[config.mk]
export PLATFORM = sky130hd
export DESIGN_NAME = circular_deque_flat
export DESIGN_NICKNAME = d
export VERILOG_FILES = /design/src/rtl/core/cdq_pkg.sv /design/src/rtl/core/cdq_if.sv /design/src/rtl/core/cdq_ram.sv /design/src/rtl/core/cdq_ctrl.sv /design/src/rtl/core/circular_deque.sv /design/src/flat_wrapper.sv
export VERILOG_INCLUDE_DIRS = /design/src /design/src/rtl/core
export SDC_FILE = /design/constraint.sdc
export NUM_CORES = 1
export LEC_CHECK = 0
export ABC_AREA = 0
export BUFFER_PORTS_ARGS = -buffer_cell sky130_fd_sc_hd__buf_2
export CORE_MARGIN = 1
export CORE_UTILIZATION = 55
export DETAILED_ROUTE_END_ITERATION = 12
export GPL_ROUTABILITY_DRIVEN = 0
export PLACE_DENSITY = 0.77
export SETUP_SLACK_MARGIN = 0.4
export SLEW_MARGIN = 20
export SYNTH_ARGS = -nofsm -noshare
export SYNTH_HDL_FRONTEND = slang
export SYNTH_SLANG_ARGS = --single-unit
export TNS_END_PERCENT = 10
[constraint.sdc]
create_clock -name i_clk -period 5.4 [get_ports i_clk]
set_input_delay 0.27 -clock i_clk [delete_from_list [all_inputs] [get_ports i_clk]]
set_output_delay 0.27 -clock i_clk [all_outputs]
set_load 0.02 [all_outputs]
[src/rtl/core/circular_deque_macros.svh]
// Assertion macros used by the deque sequencer RTL.
`ifndef CIRCULAR_DEQUE_MACROS_SVH
`define CIRCULAR_DEQUE_MACROS_SVH

// Same-cycle implication, sampled on i_clk, off while i_rst_n is low.
`define CDQ_ASSERT(label, ante, cons, msg) \
    label: assert property (@(posedge i_clk) disable iff (!i_rst_n) (ante) |-> (cons)) \
        else $error(msg);

// Next-cycle implication, sampled on i_clk, off while i_rst_n is low.
`define CDQ_ASSERT_NXT(label, ante, cons, msg) \
    label: assert property (@(posedge i_clk) disable iff (!i_rst_n) (ante) |=> (cons)) \
        else $error(msg);

`endif

[src/rtl/core/cdq_pkg.sv]
// Types, constants and ring helpers for the circular deque.
`timescale 1ns / 1ps

package cdq_pkg;

    localparam int unsigned DEPTH    = 8;
    localparam int unsigned ADDR_W   = (DEPTH > 1) ? $clog2(DEPTH) : 1;
    localparam int unsigned CNT_W    = $clog2(DEPTH + 1);
    localparam int unsigned SUM_W    = ADDR_W + 1;
    localparam int unsigned DATA_W   = 32;
    localparam int unsigned MODE_W   = 3;
    localparam int unsigned STATUS_W = 2;
    localparam int unsigned OCC_W    = 4;

    typedef logic [ADDR_W-1:0]        t_addr;
    typedef logic [CNT_W-1:0]         t_cnt;
    typedef logic signed [DATA_W-1:0] t_word;

    typedef enum logic [MODE_W-1:0] {
        MODE_PUSH_REAR  = 3'd0,
        MODE_POP_FRONT  = 3'd1,
        MODE_PUSH_FRONT = 3'd2,
        MODE_POP_REAR   = 3'd3,
        MODE_DUMP       = 3'd4
    } t_mode;

    typedef enum logic [STATUS_W-1:0] {
        ST_OK    = 2'd0,
        ST_FULL  = 2'd1,
        ST_EMPTY = 2'd2
    } t_status;

    // One result beat headed for the output register.
    typedef struct packed {
        logic               valid;
        t_status            status;
        t_word              data;
        logic               last;
        logic [OCC_W-1:0]   occupancy;
    } t_result;

    // Memory request from the sequencer to the word store.
    typedef struct packed {
        logic   we;
        t_addr  wr_addr;
        t_word  wr_data;
        logic   re;
        t_addr  rd_addr;
    } t_mem_req;

    function automatic t_addr ring_next(input t_addr p);
        return (p == t_addr'(DEPTH - 1)) ? '0 : p + t_addr'(1);
    endfunction

    function automatic t_addr ring_prev(input t_addr p);
        return (p == '0) ? t_addr'(DEPTH - 1) : p - t_addr'(1);
    endfunction

    function automatic t_result make_res(input t_status st, input t_word d,
                                         input logic lst, input t_cnt cnt);
        t_result r;
        r.valid     = 1'b1;
        r.status    = st;
        r.data      = d;
        r.last      = lst;
        r.occupancy = OCC_W'(cnt);
        return r;
    endfunction

endpackage

[src/rtl/core/cdq_if.sv]
// Valid/ready channel interfaces for deque commands and results.
`timescale 1ns / 1ps

interface cdq_in_if;
    logic                              valid;
    logic                              ready;
    logic [cdq_pkg::MODE_W-1:0]        mode;
    logic signed [cdq_pkg::DATA_W-1:0] value;

    modport source (output valid, output mode, output value, input ready);
    modport sink   (input valid, input mode, input value, output ready);
endinterface

interface cdq_out_if;
    logic                              valid;
    logic                              ready;
    logic [cdq_pkg::STATUS_W-1:0]      status;
    logic signed [cdq_pkg::DATA_W-1:0] data;
    logic                              last;
    logic [cdq_pkg::OCC_W-1:0]         occupancy;

    modport source (output valid, output status, output data, output last,
                    output occupancy, input ready);
    modport sink   (input valid, input status, input data, input last,
                    input occupancy, output ready);
endinterface

[src/rtl/core/cdq_ram.sv]
// Simple dual-port word store, registered read, no reset.
`timescale 1ns / 1ps

module cdq_ram #(
    parameter int unsigned DEPTH_P = 8,
    parameter int unsigned WIDTH_P = 32,
    localparam int unsigned AW = (DEPTH_P > 1) ? $clog2(DEPTH_P) : 1
) (
    input  logic               i_clk,
    input  logic               i_we,
    input  logic [AW-1:0]      i_wr_addr,
    input  logic [WIDTH_P-1:0] i_wr_data,
    input  logic               i_re,
    input  logic [AW-1:0]      i_rd_addr,
    output logic [WIDTH_P-1:0] o_rd_data
);

    logic [WIDTH_P-1:0] r_mem [DEPTH_P];
    logic [WIDTH_P-1:0] r_rd_data;

    always_ff @(posedge i_clk) begin
        if (i_we) begin
            r_mem[i_wr_addr] <= i_wr_data;
        end
    end

    // Hold read data while no read is issued.
    always_ff @(posedge i_clk) begin
        if (i_re) begin
            r_rd_data <= r_mem[i_rd_addr];
        end
    end

    assign o_rd_data = r_rd_data;

endmodule

[src/rtl/core/cdq_ctrl.sv]
// Deque sequencer: ring pointers, fill count and memory access control.
`timescale 1ns / 1ps
`include "circular_deque_macros.svh"

module cdq_ctrl (
    input  logic              i_clk,
    input  logic              i_rst_n,
    cdq_in_if.sink            i_in,
    input  logic              i_out_free,
    input  cdq_pkg::t_word    i_rd_data,
    output cdq_pkg::t_mem_req o_mem_req,
    output cdq_pkg::t_result  o_res
);

    typedef enum logic [2:0] {
        S_IDLE = 3'b001,
        S_POP  = 3'b010,
        S_DUMP = 3'b100
    } t_state;

    t_state            r_state, n_state;
    cdq_pkg::t_addr    r_head, n_head;
    cdq_pkg::t_addr    r_tail, n_tail;
    cdq_pkg::t_cnt     r_count, n_count;
    cdq_pkg::t_addr    r_ptr, n_ptr;
    cdq_pkg::t_cnt     r_left, n_left;

    cdq_pkg::t_mem_req w_mem_req;
    cdq_pkg::t_result  w_res;
    logic              w_in_ready;
    logic              w_full;
    logic              w_empty;
    logic              w_dump_last;
    logic [cdq_pkg::SUM_W-1:0] w_ring_sum;
    logic [cdq_pkg::SUM_W-1:0] w_ring_wrap;
    cdq_pkg::t_addr    w_ring_tail;

    assign w_in_ready  = (r_state == S_IDLE) && i_out_free;
    assign w_full      = (r_count == cdq_pkg::t_cnt'(cdq_pkg::DEPTH));
    assign w_empty     = (r_count == '0);
    assign w_dump_last = (r_left == cdq_pkg::t_cnt'(1));

    always_comb begin
        n_state   = r_state;
        n_head    = r_head;
        n_tail    = r_tail;
        n_count   = r_count;
        n_ptr     = r_ptr;
        n_left    = r_left;
        w_mem_req = '0;
        w_res     = '0;
        case (r_state)
            S_IDLE: begin
                if (i_in.valid && w_in_ready) begin
                    case (cdq_pkg::t_mode'(i_in.mode))
                        cdq_pkg::MODE_PUSH_REAR, cdq_pkg::MODE_PUSH_FRONT: begin
                            if (w_full) begin
                                w_res = cdq_pkg::make_res(cdq_pkg::ST_FULL, '0, 1'b1, r_count);
                            end else begin
                                w_mem_req.we      = 1'b1;
                                w_mem_req.wr_data = i_in.value;
                                if (cdq_pkg::t_mode'(i_in.mode) == cdq_pkg::MODE_PUSH_REAR) begin
                                    w_mem_req.wr_addr = r_tail;
                                    n_tail            = cdq_pkg::ring_next(r_tail);
                                end else begin
                                    n_head            = cdq_pkg::ring_prev(r_head);
                                    w_mem_req.wr_addr = n_head;
                                end
                                n_count = r_count + cdq_pkg::t_cnt'(1);
                                w_res   = cdq_pkg::make_res(cdq_pkg::ST_OK, '0, 1'b1, n_count);
                            end
                        end
                        cdq_pkg::MODE_POP_FRONT, cdq_pkg::MODE_POP_REAR: begin
                            if (w_empty) begin
                                w_res = cdq_pkg::make_res(cdq_pkg::ST_EMPTY, '0, 1'b1, r_count);
                            end else begin
                                w_mem_req.re = 1'b1;
                                if (cdq_pkg::t_mode'(i_in.mode) == cdq_pkg::MODE_POP_FRONT) begin
                                    w_mem_req.rd_addr = r_head;
                                    n_head            = cdq_pkg::ring_next(r_head);
                                end else begin
                                    n_tail            = cdq_pkg::ring_prev(r_tail);
                                    w_mem_req.rd_addr = n_tail;
                                end
                                n_count = r_count - cdq_pkg::t_cnt'(1);
                                n_state = S_POP;
                            end
                        end
                        cdq_pkg::MODE_DUMP: begin
                            if (w_empty) begin
                                w_res = cdq_pkg::make_res(cdq_pkg::ST_EMPTY, '0, 1'b1, r_count);
                            end else begin
                                w_mem_req.re      = 1'b1;
                                w_mem_req.rd_addr = r_head;
                                n_ptr             = cdq_pkg::ring_next(r_head);
                                n_left            = r_count;
                                n_state           = S_DUMP;
                            end
                        end
                        default: begin
                            // unused modes: drop the beat
                        end
                    endcase
                end
            end
            S_POP: begin
                // slot was free at accept, so the beat always lands
                w_res   = cdq_pkg::make_res(cdq_pkg::ST_OK, i_rd_data, 1'b1, r_count);
                n_state = S_IDLE;
            end
            S_DUMP: begin
                if (i_out_free) begin
                    w_res = cdq_pkg::make_res(cdq_pkg::ST_OK, i_rd_data, w_dump_last, r_count);
                    if (w_dump_last) begin
                        n_state = S_IDLE;
                    end else begin
                        w_mem_req.re      = 1'b1;
                        w_mem_req.rd_addr = r_ptr;
                        n_ptr             = cdq_pkg::ring_next(r_ptr);
                        n_left            = r_left - cdq_pkg::t_cnt'(1);
                    end
                end
            end
            default: begin
                n_state = S_IDLE;
            end
        endcase
    end

    always_ff @(posedge i_clk) begin
        if (!i_rst_n) begin
            r_state <= S_IDLE;
            r_head  <= '0;
            r_tail  <= '0;
            r_count <= '0;
        end else begin
            r_state <= n_state;
            r_head  <= n_head;
            r_tail  <= n_tail;
            r_count <= n_count;
        end
    end

    always_ff @(posedge i_clk) begin
        r_ptr  <= n_ptr;
        r_left <= n_left;
    end

    assign i_in.ready = w_in_ready;
    assign o_mem_req  = w_mem_req;
    assign o_res      = w_res;

    // Tail must sit count entries past head around the ring.
    assign w_ring_sum  = cdq_pkg::SUM_W'(r_head) + cdq_pkg::SUM_W'(r_count);
    assign w_ring_wrap = (w_ring_sum >= cdq_pkg::SUM_W'(cdq_pkg::DEPTH))
                       ? w_ring_sum - cdq_pkg::SUM_W'(cdq_pkg::DEPTH) : w_ring_sum;
    assign w_ring_tail = w_ring_wrap[cdq_pkg::ADDR_W-1:0];

    `CDQ_ASSERT(a_count_max, 1'b1, r_count <= cdq_pkg::t_cnt'(cdq_pkg::DEPTH), "count over depth")
    `CDQ_ASSERT(a_ring_span, 1'b1, w_ring_tail == r_tail, "head, tail and count disagree")
    `CDQ_ASSERT(a_write_idle, w_mem_req.we, r_state == S_IDLE, "store written outside idle")
    `CDQ_ASSERT(a_emit_room, w_res.valid, i_out_free, "result emitted into a full slot")
    `CDQ_ASSERT_NXT(a_pop_done, r_state == S_POP, r_state == S_IDLE, "pop did not finish")

endmodule

[src/rtl/core/circular_deque.sv]
// Circular deque top level: sequencer, word store and output register.
`timescale 1ns / 1ps
// Push and every full/empty status appear in the cycle after accept; a pop result passes
//   the registered store read, then the output register, holding off the next command.
// Throughput: pushes and status-only items 1 per cycle while the sink takes each beat.
// Dump of N held words: one word per cycle from the store read port while the sink keeps up.
// Reset (sync, active low) clears ring pointers, count, sequencer and output valid; the word
//   store is not cleared and needs no clearing pass.

module circular_deque (
    input  logic      i_clk,
    input  logic      i_rst_n,
    cdq_in_if.sink    i_in,
    cdq_out_if.source o_out
);

    cdq_pkg::t_mem_req w_mem_req;
    cdq_pkg::t_result  w_res;
    cdq_pkg::t_word    w_rd_data;
    logic              w_out_free;

    // Output register: one beat parked here while the sink stalls.
    logic              r_out_valid;
    cdq_pkg::t_result  r_out_beat;

    // The slot frees up when empty or when its beat is taken this cycle.
    assign w_out_free = !r_out_valid || o_out.ready;

    cdq_ctrl u_ctrl (
        .i_clk      (i_clk),
        .i_rst_n    (i_rst_n),
        .i_in       (i_in),
        .i_out_free (w_out_free),
        .i_rd_data  (w_rd_data),
        .o_mem_req  (w_mem_req),
        .o_res      (w_res)
    );

    // Word store: one write or one read per cycle, read data registered and ready in the next cycle.
    cdq_ram #(
        .DEPTH_P (cdq_pkg::DEPTH),
        .WIDTH_P (cdq_pkg::DATA_W)
    ) u_ram (
        .i_clk     (i_clk),
        .i_we      (w_mem_req.we),
        .i_wr_addr (w_mem_req.wr_addr),
        .i_wr_data (w_mem_req.wr_data),
        .i_re      (w_mem_req.re),
        .i_rd_addr (w_mem_req.rd_addr),
        .o_rd_data (w_rd_data)
    );

    // Advance the slot valid whenever the slot is free.
    always_ff @(posedge i_clk) begin
        if (!i_rst_n) begin
            r_out_valid <= 1'b0;
        end else if (w_out_free) begin
            r_out_valid <= w_res.valid;
        end
    end

    // Load payload only with a new beat; hold it otherwise.
    always_ff @(posedge i_clk) begin
        if (w_out_free && w_res.valid) begin
            r_out_beat <= w_res;
        end
    end

    assign o_out.valid     = r_out_valid;
    assign o_out.status    = r_out_beat.status;
    assign o_out.data      = r_out_beat.data;
    assign o_out.last      = r_out_beat.last;
    assign o_out.occupancy = r_out_beat.occupancy;

endmodule
[src/flat_wrapper.sv]
// flat-port wrapper written by rule: the top's interface ports become plain ports
module circular_deque_flat 
  (i_clk, i_rst_n, i_in_valid, i_in_mode, i_in_value, i_in_ready, o_out_valid, o_out_status, o_out_data, o_out_last, o_out_occupancy, o_out_ready);
  cdq_in_if i_in_i ();
  cdq_out_if o_out_i ();
  input  logic i_clk;
  input  logic i_rst_n;
  input wire logic [$bits(i_in_i.valid)-1:0] i_in_valid;
  input wire logic [$bits(i_in_i.mode)-1:0] i_in_mode;
  input wire logic [$bits(i_in_i.value)-1:0] i_in_value;
  output wire logic [$bits(i_in_i.ready)-1:0] i_in_ready;
  output wire logic [$bits(o_out_i.valid)-1:0] o_out_valid;
  output wire logic [$bits(o_out_i.status)-1:0] o_out_status;
  output wire logic [$bits(o_out_i.data)-1:0] o_out_data;
  output wire logic [$bits(o_out_i.last)-1:0] o_out_last;
  output wire logic [$bits(o_out_i.occupancy)-1:0] o_out_occupancy;
  input wire logic [$bits(o_out_i.ready)-1:0] o_out_ready;
  assign i_in_i.valid = i_in_valid;
  assign i_in_i.mode = i_in_mode;
  assign i_in_i.value = i_in_value;
  assign i_in_ready = i_in_i.ready;
  assign o_out_valid = o_out_i.valid;
  assign o_out_status = o_out_i.status;
  assign o_out_data = o_out_i.data;
  assign o_out_last = o_out_i.last;
  assign o_out_occupancy = o_out_i.occupancy;
  assign o_out_i.ready = o_out_ready;
  circular_deque u_core (.i_clk(i_clk), .i_rst_n(i_rst_n), .i_in(i_in_i), .o_out(o_out_i));
endmodule
# ---- Word-level counts from Yosys, hierarchy flattened
# Memories as Yosys holds them, arrays and structs flattened. A register that Yosys moved wholly into a read port is not among the register bits.
# Index checks and enable logic that the tools add are counted.
dict set report word_totals {
  reg_bits 60
  mem_bits_rw 256
  input_bits 39
  out_inout_bits 41
  elab_cells 123
  n_memories 1
}
# name words word_bits rd rd_clocked_by_memory_dff write_ports line
set memory_table {}
lappend memory_table {u_core.u_ram.r_mem 8 32 1 1 1 cdq_ram.sv:18} ;# logic [WIDTH_P-1:0] r_mem [DEPTH_P];
dict set report op_classes {
  n_addsub 8
  eq_ne 27
  mux 57
  reduce_logical 19
}
# cell n
set ops {}
lappend ops {{40-bit 2-to-1 mux} 4}
lappend ops {{40-bit one-hot mux with 3 select lines} 1}
lappend ops {{36-bit 2-to-1 mux} 3}
lappend ops {{40-bit one-hot mux with 2 select lines} 1}
lappend ops {{3-bit 2-to-1 mux} 25}
lappend ops {{4-bit 2-to-1 mux} 11}
lappend ops {{38-bit 2-to-1 mux} 1}
lappend ops {{4-bit one-hot mux with 2 select lines} 4}
lappend ops {{3-bit one-hot mux with 2 select lines} 5}
lappend ops {{2-bit != test, second input constant} 10}
lappend ops {{3-bit == test, second input constant} 5}
lappend ops {{7-bit AND reduction} 2}
lappend ops {{6-bit AND reduction} 2}
lappend ops {{3-bit by 1-bit adder with 3-bit output, second input constant} 3}
lappend ops {{3-bit by 2-bit == test with 1-bit output, second input constant} 3}
lappend ops {{3-bit logical NOT} 3}
lappend ops {{4-bit by 1-bit subtractor with 4-bit output, second input constant} 2}
lappend ops {{3-bit by 1-bit == test with 1-bit output, second input constant} 2}
lappend ops {{3-bit != test, second input constant} 2}
lappend ops {{3-bit by 1-bit subtractor with 3-bit output, second input constant} 2}
lappend ops {{5-bit AND reduction} 1}
lappend ops {{4-bit by 1-bit adder with 4-bit output, second input constant} 1}
lappend ops {{4-bit by 1-bit == test with 1-bit output, second input constant} 1}
lappend ops {{4-bit == test, second input constant} 1}
lappend ops {{other kinds (10)} 16}

# ---- Logic depth before layout (Yosys ltp)
# Gate-level depths: netlist of run 1.
dict set report depth {
  ltp_word 9
  mapped_depth 11
  mapped_depth_nobuf 8
}

# ---- Cells and area by module
# From an unflattened synthesis of run 1, not the netlist that was laid out.
dict set report hier_totals {
  cells_unflattened 727
  area_unflattened_um2 14141.1
}
# mod instances cells_each area_per_inst_um2 seq_area_each_um2
set by_module_without_submodules {}
lappend by_module_without_submodules {cdq_ram 1 415 10786.6 8648.3}
lappend by_module_without_submodules {cdq_ctrl 1 268 2125.8 470.5}
lappend by_module_without_submodules {circular_deque 1 44 1228.7 1191.1}

# ---- Worst setup path before layout of run 1
# Ideal clock, no wire load.
dict set report synth_path {
  kind {register to register}
  start {register u_core.u_ctrl.r_count[0]}
  end {register u_core.r_out_beat, in the netlist u_core.o_out.data[0] (enable)}
  setup_time_ns 0.448
  arrival_time_ns 3.301
  required_time_ns 4.952
  slack_ns 1.651
  path_stages_with_launch 8
  n_path_buf 0
  synth_period_minus_slack_ns 3.749
  cell_sequence {dfxtp_1 inv_1 ha_1 or3b_4 o21a_1 o22ai_1 nand2_1 a21oi_1}
}
dict set report synth_via {
  elab_chain_len 6
}
# element line
set synth_rtl {}
lappend synth_rtl {{start: declaration} cdq_ctrl.sv:24} ;# cdq_pkg::t_cnt r_count, n_count;
lappend synth_rtl {{start signal: assignment} cdq_ctrl.sv:140} ;# r_count <= n_count;
lappend synth_rtl {{4-bit logical NOT} cdq_ctrl.sv:40} ;# assign w_empty = (r_count == '0);
lappend synth_rtl {{40-bit 2-to-1 mux} {cdq_ctrl.sv:74, cdq_ctrl.sv:90}}
lappend synth_rtl {{40-bit one-hot mux with 2 select lines} cdq_ctrl.sv:55} ;# case (cdq_pkg::t_mode'(i_in.mode))
lappend synth_rtl {{40-bit 2-to-1 mux} cdq_ctrl.sv:54} ;# if (i_in.valid && w_in_ready) begin
lappend synth_rtl {{40-bit one-hot mux with 3 select lines} cdq_ctrl.sv:52} ;# case (r_state)
lappend synth_rtl {{1-bit logical AND} circular_deque.sv:64} ;# if (w_out_free && w_res.valid) begin
lappend synth_rtl {{end signal: assignment} circular_deque.sv:65} ;# r_out_beat <= w_res;
lappend synth_rtl {{end: declaration} circular_deque.sv:24} ;# cdq_pkg::t_result r_out_beat;
# Every way passes these cells.
# A chain may end at the register's enable or synchronous reset.

# ---- Final worst setup path of run 1
dict set report layout_path {
  start {register u_core.u_ctrl.r_state[2]}
  end {register u_core.u_ram.r_rd_data[31], in the netlist u_core.u_ram.o_rd_data[31] (read register of u_core.u_ram.r_mem) (data pin)}
}
dict set report layout_via {
  elab_chain_len 5
  elab_cells_between_ends 6
  cone_classes {2 x eq/ne; 2 x mux; 2 x reduce/logical}
}
# element line
set layout_rtl {}
lappend layout_rtl {{start: declaration} cdq_ctrl.sv:21} ;# t_state r_state, n_state;
lappend layout_rtl {{start signal: assignment} cdq_ctrl.sv:137} ;# r_state <= n_state;
lappend layout_rtl {{3-bit by 1-bit == test with 1-bit output} {cdq_ctrl.sv:38, cdq_ctrl.sv:52}}
lappend layout_rtl {{1-bit logical AND} cdq_ctrl.sv:38} ;# assign w_in_ready = (r_state == S_IDLE) && i_out_free;
lappend layout_rtl {{1-bit logical AND} cdq_ctrl.sv:54}
lappend layout_rtl {{40-bit 2-to-1 mux} cdq_ctrl.sv:54}
lappend layout_rtl {{4-bit one-hot mux with 2 select lines (*)} cdq_ctrl.sv:52}
lappend layout_rtl {{end: declaration} cdq_ram.sv:19} ;# logic [WIDTH_P-1:0] r_rd_data;
# Mark *: on every way between the ends. The rest lies on a longest branch, timed or not.

==> tab_implementation.tex, run 1 <==
\begin{tabular}{lr}
\hline
Metric & Value \\
\hline
\multicolumn{2}{l}{\textbf{Outcome}} \\
\quad Outcome & complete, no violations \\
\multicolumn{2}{l}{\textbf{Placement}} \\
\quad HPWL after DPL & 16.6 mm \\
\quad Worst setup slack after placement & 2.00 ns \\
\quad Count of buffers from port buffering & 79 \\
\quad Cells after DPL & 1326 \\
\multicolumn{2}{l}{\textbf{GRT}} \\
\quad Largest net degree at the start of global routing & 131 \\
\quad Global route total overflow & 0 \\
\quad Global-route wire length before repair & 46.8 mm \\
\quad Number of antenna violations at the first check in global routing & 0 \\
\quad Global routing usage on met1 & 0.315 \\
\quad Routing usage on met3 & 0.0412 \\
\quad Met2 capacity usage during global routing & 0.380 \\
\quad Number of global-route vias before repair & 8433 \\
\quad Layer with the highest usage & met2 \\
\quad Combined global-route utilization of all metal layers & 0.233 \\
\multicolumn{2}{l}{\textbf{Clock network}} \\
\quad Resized Gates After CTS & 0 \\
\quad Buffer type at the clock tree root & clkbuf\_16 \\
\quad Largest buffer count on any clock path & 3 \\
\quad Count of hold buffers inserted by post-cts repair & 0 \\
\quad Skew-Pair Late Insertion Delay & 0.52 ns \\
\quad CTS clock-pin slew for the worst setup and hold paths & 0.06 ns \\
\quad Total setup buffers inserted after CTS & 0 \\
\quad Number of buffers added by the clock tree synthesis step & 36 \\
\quad CTS tree & yes \\
\quad Number of sinks driven by the clock tree & 348 \\
\quad \# H-tree levels & 2 \\
\multicolumn{2}{l}{\textbf{Worst setup path}} \\
\quad Cell with the largest stage delay on the worst path & nor3b\_2 \\
\quad Endpoint arrival time on the critical path & 3.75 ns \\
\quad Worst Path Max Fanout & 66 \\
\quad Critical path class & reg2reg \\
\quad Count of cells along the worst register-to-register path & 7 \\
\quad Reg2Reg Setup Slack & 1.94 ns \\
\quad Endpoint kind of the worst setup timing path & flip-flop \\
\quad Required time of the worst setup path & 5.69 ns \\
\quad Top delay family on crit path & simple AND/OR/NAND/NOR gates \\
\quad Nature of the critical path startpoint & flip-flop \\
\quad Buffers \& Inverters on Critical Path & 1 \\
\quad Launch instance of the worst register-to-register path & u\_core.u\_ctrl.r\_state[2] \\
\quad End of the worst register-to-register path & u\_core.u\_ram.o\_rd\_data[31] \\
\quad Series of cell instances along the critical path & nor3b\_2, and3\_1, nand2\_2, nand2\_4, buf\_12, a211oi\_1, nor4\_1 \\
\quad Worst stage delay on the critical path & 0.76 ns \\
\multicolumn{2}{l}{\textbf{Cells and area}} \\
\quad Final Util & 0.642 \\
\quad Count of inserted antenna diode cells & 0 \\
\quad Layout net count & 1089 \\
\quad Share of cells above drive strength 1 & 0.183 \\
\quad Growth of design area from synthesis to finish & 13.3\% \\
\quad Final cell count without fillers & 1390 \\
\multicolumn{2}{l}{\textbf{Timing}} \\
\quad Min Tclk post-route & 3.46 ns \\
\quad Final setup vio count & 0 \\
\quad Timing-limited maximum frequency & 0.289 GHz \\
\quad Count of endpoints failing hold in the final timing report & 0 \\
\quad Maximum clock skew at final layout & 0.0181 ns \\
\quad Final TNS setup & 0 ns \\
\quad Transition time at the pin with the least slew margin & 1.17 ns \\
\quad Worst hold slack & 0.0589 ns \\
\quad Unrepaired setup endpoints after global routing & false \\
\quad Period Utilization, post-route & 0.642 \\
\quad Fin worst setup slack & 1.94 ns \\
\quad Worst rel slew slack & 0.217 \\
\quad Max-slew violation count & 0 \\
\multicolumn{2}{l}{\textbf{Synthesis}} \\
\quad Share of the synthesized area in the top cell type & 0.696 \\
\quad Average footprint of a synthesized cell & 14.9 um2 \\
\quad Top cells by area in the synthesized netlist & edfxtp\_1 70\%, a211oi\_1 6.7\%, and3\_1 5.6\% \\
\quad Biggest area consumer among synthesized cells & edfxtp\_1 \\
\quad Top\_reg\_cell synth & edfxtp\_1 \\
\quad Flip-flop and latch count after synthesis & 348 \\
\quad Distinct cell type count after synthesis & 58 \\
\quad Mapped Cells & 970 \\
\quad Number of warnings reported in the yosys synthesis log & 0 \\
\quad Net count after synthesis & 1023 \\
\quad Total standard cell area after synthesis & 14400 um2 \\
\quad Synth async-reset ratio & 0 \\
\quad Sequential-to-total area share from yosys stat & 0.715 \\
\quad Number of synthesized flops with an enable pin & 334 \\
\multicolumn{2}{l}{\textbf{Worst hold path}} \\
\quad Launch point of the worst hold path & i\_rst\_n \\
\quad Type of the most critical hold path & in2reg \\
\quad Hold Path Stages & 2 \\
\quad Worst-case hold path end point & u\_core.u\_ctrl.r\_state[0] \\
\multicolumn{2}{l}{\textbf{Detailed routing}} \\
\quad Avg Vias per Cell & 6.17 \\
\quad DRT antenna net count & 0 \\
\quad Vias after detailed routing & 8573 \\
\quad Post-DR wirelength/cell & 21.9 um \\
\quad DR DRC count & 0 \\
\quad Final Routed Wirelength & 30.4 mm \\
\quad First-pass iteration count of the detailed router & 5 \\
\quad Initial DRC count & 733 \\
\multicolumn{2}{l}{\textbf{Die}} \\
\quad Overall die width & 164 um \\
\quad Starting utilization of the core area & 0.566 \\
\quad Core Region & 25500 um2 \\
\quad Count of boundary I/O pins & 80 \\
\quad Die Y & 164 um \\
\quad Area of the die & 26900 um2 \\
\quad Cell row count & 58 \\
\multicolumn{2}{l}{\textbf{Power and ir drop}} \\
\quad Leakage power & 5.49 nW \\
\quad Max IR drop VDD & 0.271 mV \\
\quad Power density over the cells & 352 nW/um2 \\
\multicolumn{2}{l}{\textbf{Flow run}} \\
\quad Maximum Capacitance Violations & 0 \\
\hline
\end{tabular}
==> worst register-to-register path, delay by kind of cell, from the launching register on <==
family                 cells  cell delay [ns]
and+or+nand+nor            5             2.28
AOI/OAI and AO/OA          1             0.16
buffers and inverters      1             0.39
DFF                        1             0.41
==> kinds of logic (layout without fill, tap and decap cells) <==
group	Yosys count	in the layout	share of synthesized area
flops	348	348	0.715
simple gates	321	321	0.138
compound gates	191	191	0.0987
buf+inv	81	171	0.0266
fa+ha+maj	14	14	0.0121
xor+xnor	11	11	0.00668
mux	4	4	0.00295
==> where the power goes <==
group	total, mW	internal [mW]	switching [mW]
logic	0.306	0.0994	0.207
registers	3.04	3.01	0.0232
clock network	2.41	1.44	0.970
total	5.75	4.55	1.20
==> stage by stage <==
stage | area [um2] | total power, mW
floorplan | 14400 | 3.29
global placement | 15100 | 3.39
detailed placement | 15200 | 3.40
CTS | 16300 | 5.78
global route | 16300 | 5.93
finish | 16300 | 5.75
==> cell usage in the layout (no fill, tap or decap), drive strengths merged, types with 5 or more instances in the layout <==
master    n
and3    129
xnor2     9
edfxtp  334
nand2b    5
a21oi    15
clkinv   10
and2     67
o21ai    16
nor2     32
nor3      8
nor2b     8
ha       14
dfxtp    14
a211oi  130
buf      98
nand2    21
inv      13
nor4     32
clkbuf   47
==> synth_stat cells (3+ instances only) <==
master	number
o21a_1	4
dfxtp_1	14
ha_1	14
xnor2_1	9
a31oi_1	4
nor4_2	13
nand2b_1	5
edfxtp_1	334
nand3_1	4
o21ai_2	3
buf_2	26
o221a_2	4
nor2b_1	8
a211oi_1	128
inv_1	11
nor3_1	8
and2_1	67
and3_1	129
buf_6	3
o21ai_0	12
buf_4	6
nor2_1	32
clkbuf_1	33
nor4_1	19
a21oi_1	15
nand2_1	19
==> layer usage <==
layer  vias up  routed length, um
li1       3944                  -
met1      4241              12800
met2       339              14900
met3        49               2050
met4         0                690
met5         -                  0
==> sequential cells by signal, summed over array words and instances, names as in the netlist, 2 cells and up <==
| register | cells |
|---|---|
| u_core.o_out.occupancy | 4 |
| u_core.u_ctrl.r_head | 3 |
| u_core.u_ram.o_rd_data | 32 |
| u_core.o_out.status | 2 |
| u_core.u_ctrl.r_left | 4 |
| u_core.u_ctrl.r_tail | 3 |
| u_core.u_ctrl.r_count | 4 |
| u_core.o_out.data | 32 |
| u_core.u_ctrl.r_state | 3 |
| u_core.u_ctrl.r_ptr | 3 |
| u_core.u_ram.r_mem | 256 |
==> final cells by class <==
type                            count  area, um2
Clock buffer                       47        993
Clock inverter                     15        149
Fill cell                        1784       9130
Inverter                           11       41.3
Multi-Input combinational cell    541       3810
Sequential cell                   348      10300
Tap cell                          330        413
Timing Repair Buffer               98        621
==> how the worst max path moves through the flow <==
stage	startpoint	to	slack [ns]	cells after the start
floorplan	u_core.u_ctrl.r_count[0]	u_core.o_out.data[0]	1.65	7
global placement	u_core.u_ctrl.r_count[0]	u_core.u_ram.o_rd_data[1]	2.14	9
detailed placement	u_core.u_ctrl.r_count[0]	u_core.u_ram.o_rd_data[11]	2.00	9
CTS	u_core.u_ctrl.r_state[2]	u_core.u_ram.o_rd_data[0]	1.95	7
global route	u_core.u_ctrl.r_state[2]	u_core.u_ram.o_rd_data[0]	1.71	7
finish	u_core.u_ctrl.r_state[2]	u_core.u_ram.o_rd_data[31]	1.94	7
Power figures use the tool's default switching activity.
==> inputs of run 2 (changes only) <==
--- a/config.mk
+++ b/config.mk
@@ -12,7 +12,7 @@
 export CORE_UTILIZATION = 55
 export DETAILED_ROUTE_END_ITERATION = 12
 export GPL_ROUTABILITY_DRIVEN = 0
-export PLACE_DENSITY = 0.77
+export PLACE_DENSITY = 0.8
 export SETUP_SLACK_MARGIN = 0.4
 export SLEW_MARGIN = 20
 export SYNTH_ARGS = -nofsm -noshare
==> constraint.sdc (replaced) <==
create_clock -name i_clk -period 3.1 [get_ports i_clk]
set_input_delay 0.155 -clock i_clk [delete_from_list [all_inputs] [get_ports i_clk]]
set_output_delay 0.155 -clock i_clk [all_outputs]
set_load 0.02 [all_outputs]
==> run 2 against run 1 <==
Effect of this change:
- combinational power grew 86%
- cell area grew 2.6%
- routed wire length grew 2.7%
- cell count grew 1.6%
- critical endpoint is now u_core.u_ram.o_rd_data[10]
- clock skew is essentially flat
- global-route usage grew 0.082 points
- sequential power grew 74%
- fmax grew 30%
==> tab_implementation.tex, run 2 (synthesis results as in run 1) <==
\begin{tabular}{lr}
\hline
Metric & Value \\
\hline
\multicolumn{2}{l}{\textbf{Outcome}} \\
\quad Outcome & complete, no violations (unchanged) \\
\multicolumn{2}{l}{\textbf{Clock network}} \\
\quad \# H-tree levels & 2 (unchanged) \\
\quad CTS clock-pin slew for the worst setup and hold paths & 0.06 ns (about the same) \\
\quad CTS tree & yes (unchanged) \\
\quad Skew-Pair Late Insertion Delay & 0.52 ns (about the same) \\
\quad Number of sinks driven by the clock tree & 348 (unchanged) \\
\quad Number of buffers added by the clock tree synthesis step & 36 (unchanged) \\
\quad Largest buffer count on any clock path & 3 (unchanged) \\
\quad Buffer type at the clock tree root & clkbuf\_16 (unchanged) \\
\multicolumn{2}{l}{\textbf{Worst setup path}} \\
\quad Critical path class & reg2reg (unchanged) \\
\quad Endpoint arrival time on the critical path & 2.96 ns (was 3.75 ns) \\
\quad Nature of the critical path startpoint & flip-flop (unchanged) \\
\quad Series of cell instances along the critical path & inv\_1, ha\_1, nand2b\_1, a21oi\_1, o21ai\_4, buf\_12, and3\_1, a211oi\_1, nor4\_1 (was nor3b\_2, and3\_1, nand2\_2, nand2\_4, buf\_12, a211oi\_1, nor4\_1) \\
\quad End of the worst register-to-register path & u\_core.u\_ram.o\_rd\_data[10] (was u\_core.u\_ram.o\_rd\_data[31]) \\
\quad Reg2Reg Setup Slack & 0.44 ns (was 1.94 ns) \\
\quad Required time of the worst setup path & 3.40 ns (was 5.69 ns) \\
\quad Worst Path Max Fanout & 43 (was 66) \\
\quad Cell with the largest stage delay on the worst path & dfxtp\_1 (was nor3b\_2) \\
\quad Count of cells along the worst register-to-register path & 9 (was 7) \\
\quad Launch instance of the worst register-to-register path & u\_core.u\_ctrl.r\_tail[0] (was u\_core.u\_ctrl.r\_state[2]) \\
\quad Worst stage delay on the critical path & 0.45 ns (was 0.76 ns) \\
\quad Endpoint kind of the worst setup timing path & flip-flop (unchanged) \\
\multicolumn{2}{l}{\textbf{Cells and area}} \\
\quad Number of inserted filler cells in the final layout & 1685 (was 1784) \\
\quad Count of inserted antenna diode cells & 0 (unchanged) \\
\quad Growth of design area from synthesis to finish & 16.3\% (was 13.3\%) \\
\quad FF+latch area & 10300 um2 (about the same) \\
\quad Footprint of the multi-input gates & 3870 um2 (was 3810 um2) \\
\quad Commonest non-fill, non-tap cells in the layout & 334 x edfxtp\_1, 128 x and3\_1, 122 x a211oi\_1 (was 334 x edfxtp\_1, 129 x and3\_1, 128 x a211oi\_1) \\
\quad Largest register by flop count & u\_core.u\_ram.r\_mem (unchanged) \\
\quad Number of flip-flops in the largest register & 256 (unchanged) \\
\quad Most common library cell in the layout ignoring fill and taps & edfxtp\_1 (unchanged) \\
\quad Layout net count & 1108 (was 1089) \\
\quad Final cell count without fillers & 1412 (was 1390) \\
\quad Share of cells above drive strength 1 & 0.207 (was 0.183) \\
\multicolumn{2}{l}{\textbf{Timing}} \\
\quad Transition time at the pin with the least slew margin & 0.593 ns (was 1.17 ns) \\
\quad Unrepaired setup endpoints after global routing & true (was false) \\
\quad Timing-limited maximum frequency & 0.376 GHz (was 0.289 GHz) \\
\quad Min Tclk post-route & 2.66 ns (was 3.46 ns) \\
\quad Maximum clock skew at final layout & 0.0182 ns (was 0.0181 ns) \\
\quad Final TNS setup & 0 ns (unchanged) \\
\quad Count of endpoints failing hold in the final timing report & 0 (unchanged) \\
\quad Period Utilization, post-route & 0.859 (was 0.642) \\
\quad Worst rel slew slack & 0.604 (was 0.217) \\
\quad Max-slew violation count & 0 (unchanged) \\
\quad Worst hold slack & 0.0950 ns (was 0.0589 ns) \\
\quad Final setup vio count & 0 (unchanged) \\
\multicolumn{2}{l}{\textbf{GRT}} \\
\quad Number of antenna violations at the first check in global routing & 0 (unchanged) \\
\quad Largest net degree at the start of global routing & 87 (was 131) \\
\quad Global-route wire length before repair & 46.8 mm (about the same) \\
\quad Combined global-route utilization of all metal layers & 0.234 (was 0.233) \\
\quad Number of global-route vias before repair & 8537 (was 8433) \\
\quad Global route total overflow & 0 (unchanged) \\
\multicolumn{2}{l}{\textbf{Power and ir drop}} \\
\quad Power density over the cells & 606 nW/um2 (was 352 nW/um2) \\
\quad Max IR drop VDD & 0.592 mV (was 0.271 mV) \\
\quad Final total power & 10.2 mW (was 5.75 mW) \\
\quad Leakage power & 5.69 nW (was 5.49 nW) \\
\multicolumn{2}{l}{\textbf{Detailed routing}} \\
\quad Vias after detailed routing & 8786 (was 8573) \\
\quad Post-DR wirelength/cell & 22.2 um (was 21.9 um) \\
\quad Avg Vias per Cell & 6.22 (was 6.17) \\
\quad Initial DRC count & 768 (was 733) \\
\quad DRT antenna net count & 0 (unchanged) \\
\quad First-pass iteration count of the detailed router & 6 (was 5) \\
\quad DR DRC count & 0 (unchanged) \\
\quad Final Routed Wirelength & 31.3 mm (was 30.4 mm) \\
\multicolumn{2}{l}{\textbf{Worst hold path}} \\
\quad Worst-case hold path end point & u\_core.u\_ram.r\_mem[2][18] (was u\_core.u\_ctrl.r\_state[0]) \\
\quad Hold Path Stages & 2 (unchanged) \\
\quad Type of the most critical hold path & in2reg (unchanged) \\
\quad Launch point of the worst hold path & i\_in\_value[18] (was i\_rst\_n) \\
\multicolumn{2}{l}{\textbf{Die}} \\
\quad Cell row count & 58 (unchanged) \\
\quad Core Region & 25500 um2 (unchanged) \\
\quad Die Y & 164 um (unchanged) \\
\quad Overall die width & 164 um (unchanged) \\
\quad Count of boundary I/O pins & 80 (unchanged) \\
\quad Starting utilization of the core area & 0.566 (unchanged) \\
\quad Area of the die & 26900 um2 (unchanged) \\
\multicolumn{2}{l}{\textbf{Placement}} \\
\quad Cells after DPL & 1343 (was 1326) \\
\quad Count of buffers from port buffering & 79 (unchanged) \\
\quad HPWL after DPL & 16.1 mm (was 16.6 mm) \\
\multicolumn{2}{l}{\textbf{Flow run}} \\
\quad Maximum Capacitance Violations & 0 (unchanged) \\
\hline
\end{tabular}
==> run 2: critical path, delay by kind of cell (launching register included) <==
family	cells	cell delay, ns
buffers and inverters	2	0.37
AOI/OAI and AO/OA	3	0.65
DFF	1	0.45
adders and majority gates	1	0.24
and+or+nand+nor	3	0.70
==> run 2: layer usage <==
layer / part of all wire / track usage
met1: 0.41 / 0.305
met2: 0.49 / 0.382
met3: 0.073 / 0.0465
met4: 0.032 / 0.101
met5: 0 / 0
==> run 2: stage by stage <==
stage	util	cell area, um2	setup WS, ns
floorplan	-	14500	0.198
global placement	0.607	15500	0.429
detailed placement	0.607	15500	0.295
CTS	0.654	16700	0.399
global route	0.658	16800	0.287
finish	0.658	16800	0.438
==> run 2: repair_timing <==
item | CTS | global route
pin swaps | 0 | 4
hold buffers | 1 | 0
endpoints found under the setup margin | 31 | 32
gates resized for setup | 5 | 14
buffers inserted | 0 | 1
gates cloned | 0 | 2
hold endpoints to repair | 6 | 0
==> run 2: worst max-delay path by stage <==
stage,start,to,slack [ns],cells past startpoint
after floorplan,i_in_mode[0],u_core.u_ram.r_mem[1][0],0.20,7
after global placement,u_core.u_ctrl.r_count[0],u_core.u_ram.o_rd_data[22],0.43,9
after detailed placement,u_core.u_ctrl.r_left[1],u_core.u_ram.o_rd_data[0],0.29,9
after CTS,u_core.u_ctrl.r_count[0],u_core.u_ram.o_rd_data[0],0.40,9
after global routing,u_core.u_ctrl.r_tail[0],u_core.u_ram.o_rd_data[10],0.29,9
final,u_core.u_ctrl.r_tail[0],u_core.u_ram.o_rd_data[10],0.44,9
==> run 2: layout make-up <==
type                       instances  area share
sequential                       348       0.615
multi-input combinational        542       0.231
clock buffer                      43      0.0566
timing repair buffer             116      0.0563
tap                              330      0.0246
clock inverter                    22      0.0140
inverter                          11     0.00246
==> run 2: power by group <==
group	leakage, nW	total [mW]	switching [mW]	internal, mW
logic	1.93	0.570	0.372	0.198
clock network	0.581	4.31	1.70	2.60
registers	3.18	5.29	0.0389	5.25
total	5.69	10.2	2.11	8.05
